==> src/rtl/wmcd_pkg.sv <==
package wmcd_pkg;

    localparam int DIGIT_COUNT = 10;
    localparam int DIGIT_W     = 4;
    localparam int ACCT_W      = DIGIT_COUNT * DIGIT_W;
    localparam int PROD_W      = 2 * DIGIT_W;
    localparam int HALF_W      = 11;
    localparam int SUM_W       = 12;
    localparam int HALF_SPLIT  = 6;
    localparam int CFG_IDX_W   = 8;

    localparam logic [CFG_IDX_W-1:0] REG_MODULUS   = 8'd0;
    localparam logic [CFG_IDX_W-1:0] REG_WEIGHTS   = 8'd1;
    localparam logic [CFG_IDX_W-1:0] REG_CROSS_SUM = 8'd2;
    localparam logic [CFG_IDX_W-1:0] REG_CHECK_POS = 8'd3;

    localparam logic [3:0] MODULUS_RST   = 4'd11;
    localparam logic [3:0] CHECK_POS_RST = 4'd10;

    typedef logic [PROD_W-1:0] prod_t;

    typedef struct packed {
        logic [DIGIT_W-1:0] digit;
        logic               pos_ok;
    } wmcd_side_t;

    function automatic logic [DIGIT_W-1:0] nibble_at(input logic [ACCT_W-1:0] packed_in,
                                                     input int idx);
        return packed_in[ACCT_W-1-idx*DIGIT_W -: DIGIT_W];
    endfunction

    // tens plus units; quotient by 10 through reciprocal 205/2048, exact below 1029
    function automatic logic [4:0] cross_sum(input prod_t p);
        logic [15:0] recip;
        logic [4:0]  q;
        logic [7:0]  u;
        recip = 16'(p) * 16'd205;
        q     = recip[15:11];
        u     = p - (8'(q) * 8'd10);
        return 5'(q + u[4:0]);
    endfunction

    // restoring remainder over HALF_SPLIT bits, MSB first; r stays below m
    function automatic logic [3:0] rem_steps(input logic [3:0] r_in,
                                             input logic [HALF_SPLIT-1:0] bits,
                                             input logic [3:0] m);
        logic [3:0] r;
        logic [4:0] t;
        r = r_in;
        for (int i = HALF_SPLIT - 1; i >= 0; i--) begin
            t = {r, bits[i]};
            if (t >= {1'b0, m}) begin
                t = t - {1'b0, m};
            end
            r = t[3:0];
        end
        return r;
    endfunction

endpackage

==> src/rtl/weighted_modulus_check_digit_unit.sv <==
// Channel   Ports          Payload
// input     s_axis_*       tdata[39:0] account_digits
// result    m_axis_*       tdata[0] check_ok, tdata[4:1] expected_digit
// config    cfg_*          0 modulus, 1 digit_weights, 2 cross_sum_enable, 3 check_position
// One transaction per cycle while the output is not stalled; stages in order: products, cross sum and half sums,
// total, two remainder stages, check digit and compare.
// Synchronous active-low reset clears the valid bits and loads the register defaults.
// Each stage holds while the one after it is full and stalled; nothing is dropped.
module weighted_modulus_check_digit_unit
    import wmcd_pkg::*;
(
    input  logic                 aclk,
    input  logic                 aresetn,
    input  logic                 s_axis_tvalid,
    output logic                 s_axis_tready,
    input  logic [ACCT_W-1:0]    s_axis_tdata,   // [39:0] account_digits
    output logic                 m_axis_tvalid,
    input  logic                 m_axis_tready,
    output logic [7:0]           m_axis_tdata,   // [0] check_ok, [4:1] expected_digit, [7:5] zero
    input  logic                 cfg_wr_en,
    input  logic [CFG_IDX_W-1:0] cfg_index,
    input  logic [ACCT_W-1:0]    cfg_wdata
);

    logic [3:0]        modulus_reg;
    logic [ACCT_W-1:0] weights_reg;
    logic              cross_sum_reg;
    logic [3:0]        check_pos_reg;
    logic [3:0]        mod_eff;

    logic              v1_reg;
    prod_t             prod_reg [DIGIT_COUNT];
    wmcd_side_t        side1_reg;
    logic              v2_reg;
    logic [HALF_W-1:0] half_hi_reg;
    logic [HALF_W-1:0] half_lo_reg;
    wmcd_side_t        side2_reg;
    logic              v3_reg;
    logic [SUM_W-1:0]  sum_reg;
    wmcd_side_t        side3_reg;
    logic              v6_reg;
    logic              ok_reg;
    logic [3:0]        expected_reg;

    logic              r1;
    logic              r2;
    logic              r3;
    logic              r6;
    logic              red_in_ready;
    logic              red_out_valid;
    logic [3:0]        red_rem;
    wmcd_side_t        red_side;

    wmcd_side_t        side1_next;
    logic [HALF_W-1:0] half_hi_next;
    logic [HALF_W-1:0] half_lo_next;
    logic [4:0]        diff;
    logic [3:0]        expected_next;

    always_ff @(posedge aclk) begin
        if (!aresetn) begin
            modulus_reg   <= MODULUS_RST;
            weights_reg   <= '0;
            cross_sum_reg <= 1'b0;
            check_pos_reg <= CHECK_POS_RST;
        end else if (cfg_wr_en) begin
            unique case (cfg_index)
                REG_MODULUS:   modulus_reg   <= cfg_wdata[3:0];
                REG_WEIGHTS:   weights_reg   <= cfg_wdata;
                REG_CROSS_SUM: cross_sum_reg <= cfg_wdata[0];
                REG_CHECK_POS: check_pos_reg <= cfg_wdata[3:0];
                default: ;
            endcase
        end
    end

    assign mod_eff = (modulus_reg == 4'd0) ? 4'd1 : modulus_reg;

    assign r6 = !v6_reg || m_axis_tready;
    assign r3 = !v3_reg || red_in_ready;
    assign r2 = !v2_reg || r3;
    assign r1 = !v1_reg || r2;
    assign s_axis_tready = r1;

    always_comb begin
        side1_next.digit  = '0;
        side1_next.pos_ok = 1'b0;
        for (int i = 0; i < DIGIT_COUNT; i++) begin
            if (check_pos_reg == 4'(i + 1)) begin
                side1_next.digit  = nibble_at(s_axis_tdata, i);
                side1_next.pos_ok = 1'b1;
            end
        end
    end

    always_comb begin
        logic [4:0] cs;
        half_hi_next = '0;
        half_lo_next = '0;
        for (int i = 0; i < DIGIT_COUNT; i++) begin
            cs = cross_sum(prod_reg[i]);
            if (i < DIGIT_COUNT / 2) begin
                half_hi_next = half_hi_next +
                    (cross_sum_reg ? HALF_W'(cs) : HALF_W'(prod_reg[i]));
            end else begin
                half_lo_next = half_lo_next +
                    (cross_sum_reg ? HALF_W'(cs) : HALF_W'(prod_reg[i]));
            end
        end
    end

    always_ff @(posedge aclk) begin
        if (!aresetn) begin
            v1_reg <= 1'b0;
            v2_reg <= 1'b0;
            v3_reg <= 1'b0;
            v6_reg <= 1'b0;
        end else begin
            if (r1) begin
                v1_reg <= s_axis_tvalid;
            end
            if (r2) begin
                v2_reg <= v1_reg;
            end
            if (r3) begin
                v3_reg <= v2_reg;
            end
            if (r6) begin
                v6_reg <= red_out_valid;
            end
        end
    end

    always_ff @(posedge aclk) begin
        if (r1) begin
            for (int i = 0; i < DIGIT_COUNT; i++) begin
                prod_reg[i] <= PROD_W'(nibble_at(s_axis_tdata, i))
                             * PROD_W'(nibble_at(weights_reg, i));
            end
            side1_reg <= side1_next;
        end
        if (r2) begin
            half_hi_reg <= half_hi_next;
            half_lo_reg <= half_lo_next;
            side2_reg   <= side1_reg;
        end
        if (r3) begin
            sum_reg   <= SUM_W'(half_hi_reg) + SUM_W'(half_lo_reg);
            side3_reg <= side2_reg;
        end
        if (r6) begin
            ok_reg       <= red_side.pos_ok && (red_side.digit == expected_next);
            expected_reg <= expected_next;
        end
    end

    wmcd_reduce u_reduce (
        .aclk      (aclk),
        .aresetn   (aresetn),
        .in_valid  (v3_reg),
        .in_ready  (red_in_ready),
        .in_sum    (sum_reg),
        .in_side   (side3_reg),
        .modulus   (mod_eff),
        .out_valid (red_out_valid),
        .out_ready (r6),
        .out_rem   (red_rem),
        .out_side  (red_side)
    );

    always_comb begin
        diff = {1'b0, mod_eff} - {1'b0, red_rem};
        if (red_rem == 4'd0) begin
            expected_next = 4'd0;
        end else if (diff >= 5'd10) begin
            expected_next = 4'(diff - 5'd10);
        end else begin
            expected_next = diff[3:0];
        end
    end

    assign m_axis_tvalid = v6_reg;
    assign m_axis_tdata  = {3'b000, expected_reg, ok_reg};

endmodule

==> src/rtl/wmcd_reduce.sv <==
module wmcd_reduce
    import wmcd_pkg::*;
(
    input  logic             aclk,
    input  logic             aresetn,
    input  logic             in_valid,
    output logic             in_ready,
    input  logic [SUM_W-1:0] in_sum,
    input  wmcd_side_t       in_side,
    input  logic [3:0]       modulus,
    output logic             out_valid,
    input  logic             out_ready,
    output logic [3:0]       out_rem,
    output wmcd_side_t       out_side
);

    logic                  a_valid_reg;
    logic [3:0]            a_rem_reg;
    logic [HALF_SPLIT-1:0] a_low_reg;
    wmcd_side_t            a_side_reg;
    logic                  b_valid_reg;
    logic [3:0]            b_rem_reg;
    wmcd_side_t            b_side_reg;
    logic                  a_ready;
    logic                  b_ready;
    logic [3:0]            a_rem_next;
    logic [3:0]            b_rem_next;

    assign b_ready  = !b_valid_reg || out_ready;
    assign a_ready  = !a_valid_reg || b_ready;
    assign in_ready = a_ready;

    assign a_rem_next = rem_steps(4'd0, in_sum[SUM_W-1 -: HALF_SPLIT], modulus);
    assign b_rem_next = rem_steps(a_rem_reg, a_low_reg, modulus);

    always_ff @(posedge aclk) begin
        if (!aresetn) begin
            a_valid_reg <= 1'b0;
            b_valid_reg <= 1'b0;
        end else begin
            if (a_ready) begin
                a_valid_reg <= in_valid;
            end
            if (b_ready) begin
                b_valid_reg <= a_valid_reg;
            end
        end
    end

    always_ff @(posedge aclk) begin
        if (a_ready) begin
            a_rem_reg  <= a_rem_next;
            a_low_reg  <= in_sum[HALF_SPLIT-1:0];
            a_side_reg <= in_side;
        end
        if (b_ready) begin
            b_rem_reg  <= b_rem_next;
            b_side_reg <= a_side_reg;
        end
    end

    assign out_valid = b_valid_reg;
    assign out_rem   = b_rem_reg;
    assign out_side  = b_side_reg;

endmodule

==> config.mk <==
export PLATFORM = sky130hd
export DESIGN_NAME = weighted_modulus_check_digit_unit
export DESIGN_NICKNAME = d
export VERILOG_FILES = /design/src/rtl/wmcd_pkg.sv /design/src/rtl/weighted_modulus_check_digit_unit.sv /design/src/rtl/wmcd_reduce.sv
export SDC_FILE = /design/constraint.sdc
export NUM_CORES = 2
export LEC_CHECK = 0
export ABC_AREA = 1
export BUFFER_PORTS_ARGS = -buffer_cell sky130_fd_sc_hd__buf_2
export CORE_MARGIN = 2
export CORE_UTILIZATION = 45
export DETAILED_ROUTE_END_ITERATION = 8
export GPL_TIMING_DRIVEN = 0
export PLACE_DENSITY = 0.69
export RECOVER_POWER = 25
export SLEW_MARGIN = 10
export SYNTH_ARGS = -nofsm -noshare
export SYNTH_HDL_FRONTEND = slang
export SYNTH_SLANG_ARGS = --single-unit
==> constraint.sdc <==
create_clock -name aclk -period 22.7 [get_ports aclk]
set_clock_uncertainty 0.15 [all_clocks]
set_input_delay 3.405 -clock aclk [delete_from_list [all_inputs] [get_ports aclk]]
set_output_delay 3.405 -clock aclk [all_outputs]
set_load 0.03 [all_outputs]
==> reports/summary.md <==
After synthesis the netlist holds a flip-flop and latch count of 213. On the critical path the largest part of the delay comes from simple AND/OR/NAND/NOR gates. The number of setup violations in the final report is 0. The flow ran to the end, and the final reports show no timing, DRC or antenna violations.

Measured in cells, the most critical reg-to-reg path has a length of 55. The logs give 57500 um for the placed wire-length estimate after detailed placement and 5 for the detailed-routing iteration count for the pre-antenna-repair pass. In this run the worst hold path is classified as reg2reg.

The logs give 0.0324 mm2 for the total cell area at the placement stage and 0.0000537 V for the worst supply voltage drop on vdd. For the fmax, the log shows 94.6 MHz. Timing startpoint of the critical path: modulus_reg[1]$_SDFFE_PN1P_.

The setup slack at placement came out at 12170 ps. 103 I/O pins were placed. The multi-input combinational cells in the finished layout cover a total of 0.0214 mm2.

The cell sitting at the root of the clock tree is a sky130_fd_sc_hd__clkbuf_16. After synthesis, flip-flops and latches occupy 19.0% of the total area. The final wirelength is 66700 um, and the number of nets with antenna violations after detailed routing is 0. At the worst endpoint, the arrival time is 10820 ps. The post-route fraction of the period consumed by the critical path was 46.6%.

The tools report the startpoint class of the critical path as a flop. The logs give 0 for the number of hold violations in the final report and 0.00585 mm2 for the area taken by flip-flops and latches. The slew at the pin with the worst max-slew slack was 1020 ps; the largest stage delay on the critical path was 740 ps.

In this run the deepest clock path goes through 3 buffers. After the last flow step, the layout net total stands at 4826. The worst path meets setup with 12130 ps of slack.

Power spread over the standard cell area amounts to 28.9 mW/mm2. The number of flops mapped to enable cells by yosys works out to 158. Global routing consumed, over all layers together, 19.3% of the routing resources. The tools report the endpoint of the worst register-to-register path as u_reduce.out_rem[2]$_DFFE_PP_.

The number of gates resized after CTS was 0. The netlist area before placement was 0.0308 mm2; the total count of max-transition violations in the final report was 0. The critical path is of the reg2reg type. The logs give 6426 for the number of inserted filler cells in the final layout and 1 for the depth of the CTS H-tree.

Hold repair after CTS inserted 0 buffers. Clock tree synthesis inserted a total of 26 buffers. Setup fix buffers added after clock tree synthesis: 0. Together, buffers and inverters on the worst path number 10.

The tightest hold path in the finished design has a slack of 273 ps. Among all stages on the critical path, the largest delay is contributed by sky130_fd_sc_hd__inv_1. The final core utilization was 49.5%; the number of antenna violations at the first check in global routing was 6.

STA classifies the critical path endpoint as a flop. Number of global-route vias before repair: 23200. The global-route congestion overflow total was 0; the worst slew slack as a fraction of its limit was 31.7%. From left edge to right edge, the die measures 266 um.

Entering global routing, the biggest net connects 63 pins. For the final weighted congestion in routability-driven placement, the log shows 0.898. In this run the standard cell core region covers 0.0675 mm2. The number of sinks on the clock net came out at 213.

The final critical-path required period is 10570 ps, and the final routed DRC violation total is 0. In this run the static leakage power is 20.1 nW. Following the worst setup path forward leads to its endpoint at u_reduce.out_rem[2]$_DFFE_PP_. The detail-routed net length per standard cell came out at 14.1 um. The dominant synthesized flop cell is sky130_fd_sc_hd__edfxtp_1. Cells with a size suffix above 1 make up 4.96% of the layout. The largest fanout on the critical path came out at 20.

After synthesis, the share of flip-flops with an asynchronous set or reset is 0%. The run gives 12130 ps as the register-to-register setup slack. TritonCTS built the clock tree. Synthesis produced a netlist whose cell count is 3698. The area growth from synthesis to layout is 8.34%.

The floorplan has 95 rows. For the reported max-cap violation count, the log shows 0. The most frequent standard cell in the layout excluding fill and tap cells is sky130_fd_sc_hd__inv_1. The run gives 0.0334 mm2 as the post-route cell area. Dividing the detail-routed via count by the number of cells gives 4.94. The clock-pin slew of the registers on the worst-case setup and hold paths was 60 ps. The violation count after the first detailed-routing iteration is 1107, and the mean post-synth cell area is 8.33 um2. STA puts the critical path data required time at 22950 ps. For the worst-skew pair, the clock arrives at the later sink with an insertion delay of 580 ps. The register with the most flip-flops in the layout has 80 of them. Setup total negative slack on the finished layout was measured at 0 ps. The die covers 0.0706 mm2. The die height is 266 um. The final route contains 23300 vias.

For the global-route wire length before repair, the log shows 112000 um. The tools report the effective utilization at floorplan as 45.7%. The count of buffers added on input and output ports is 98. Counting buffers and inverters, the worst setup path is 55 cells deep. Yosys mapped the design onto 59 distinct sky130hd cell types.

The startpoint identified for the worst register-to-register timing path is modulus_reg[1]$_SDFFE_PN1P_. Setup repair after global routing left no endpoint under its margin. The warning count from the yosys run is 0. The top cell types in the final layout, fill and taps aside, are 914 x sky130_fd_sc_hd__inv_1, 667 x sky130_fd_sc_hd__ha_1, 611 x sky130_fd_sc_hd__nand2_1.
## kinds of logic (layout without fill, tap and decap cells)
family | count (synthesis) | after routing | synth area share (%)
simple gates | 1070 | 1070 | 14.9
buf+inv | 950 | 1097 | 11.6
fa+ha+maj | 906 | 906 | 42.6
compound gates | 383 | 383 | 6.97
flops | 213 | 213 | 19.0
xor+xnor | 175 | 175 | 4.97
other cells | 1 | 4 | 0.0122
## routing by layer
metal  up-vias  track usage [%]  part of all wire (%)
met4         2             2.96                   1.4
met5         -                0                 0.019
met1     10900             26.3                    48
met2       363             33.9                    47
met3        63             1.81                   4.3
li1      12000                -                     -
## where the power goes
group	internal (mW)	switching [mW]	total, mW	leakage [nW]
logic	0.0252	0.0455	0.0707	17.3
registers	0.421	0.00333	0.425	2.33
clock network	0.292	0.178	0.469	0.461
total	0.738	0.226	0.965	20.1
## Yosys cell counts (3+ instances only)
master	number	area, um2
sky130_fd_sc_hd__or2_2	14	87.6
sky130_fd_sc_hd__nand3_1	116	581
sky130_fd_sc_hd__nand2_1	612	2300
sky130_fd_sc_hd__buf_4	4	30.0
sky130_fd_sc_hd__a221oi_1	3	26.3
sky130_fd_sc_hd__nor4_1	5	31.3
sky130_fd_sc_hd__nand4_1	31	194
sky130_fd_sc_hd__nor3_1	27	135
sky130_fd_sc_hd__nand2_2	10	62.6
sky130_fd_sc_hd__nand2_4	5	56.3
sky130_fd_sc_hd__inv_1	914	3430
sky130_fd_sc_hd__fa_1	239	4780
sky130_fd_sc_hd__nor2_1	213	800
sky130_fd_sc_hd__nand3b_1	10	75.1
sky130_fd_sc_hd__a21oi_1	168	841
sky130_fd_sc_hd__o21ai_1	4	20.0
sky130_fd_sc_hd__edfxtp_1	158	4740
sky130_fd_sc_hd__clkbuf_1	27	101
sky130_fd_sc_hd__a31oi_1	11	68.8
sky130_fd_sc_hd__nor2_2	6	37.5
sky130_fd_sc_hd__and2_1	3	18.8
sky130_fd_sc_hd__ha_1	667	8350
sky130_fd_sc_hd__o21ai_0	131	656
sky130_fd_sc_hd__o21bai_1	16	120
sky130_fd_sc_hd__o22ai_1	4	25.0
sky130_fd_sc_hd__nand3_4	5	87.6
sky130_fd_sc_hd__o211ai_1	7	52.6
sky130_fd_sc_hd__xor2_1	108	946
sky130_fd_sc_hd__a21o_1	19	143
sky130_fd_sc_hd__dfxtp_1	55	1100
sky130_fd_sc_hd__xnor2_1	67	587
sky130_fd_sc_hd__nand3_2	6	60.1
## through the flow
stage / power (mW) / cells
after floorplan: 0.475 / 3700
after CTS: 0.972 / 4720
after global placement: 0.502 / 4671
after detailed placement: 0.504 / 4672
final: 0.965 / 4721
after global routing: 0.997 / 4720
## worst min-delay path by stage
stage | from | end | slack (ps) | cells after the start
2_1_floorplan | side1_reg[0]$_SDFFCE_PP1P_ | side2_reg[0]$_DFFE_PP_ | 250 | 0
3_3_place_gp | side2_reg[1]$_DFFE_PP_ | side3_reg[1]$_DFFE_PP_ | 250 | 0
3_5_place_dp | u_reduce.a_side_reg[1]$_DFFE_PP_ | u_reduce.out_side[1]$_DFFE_PP_ | 250 | 0
4_1_cts | u_reduce.a_side_reg[1]$_DFFE_PP_ | u_reduce.out_side[1]$_DFFE_PP_ | 270 | 0
5_1_grt | side1_reg[1]$_DFFE_PP_ | side2_reg[1]$_DFFE_PP_ | 280 | 0
6_report | u_reduce.a_side_reg[1]$_DFFE_PP_ | u_reduce.out_side[1]$_DFFE_PP_ | 270 | 0
## final cells by class
class / instances / share of cell area [%]
Antenna cell: 1 / 0.00749
Buffer: 33 / 0.416
Clock buffer: 29 / 1.98
Clock inverter: 19 / 0.896
Inverter: 917 / 10.3
Multi-Input combinational cell: 2537 / 64.1
Sequential cell: 213 / 17.5
Tap cell: 873 / 3.27
Timing Repair Buffer: 99 / 1.50
Note: power is estimated with default switching activity, not from simulation.
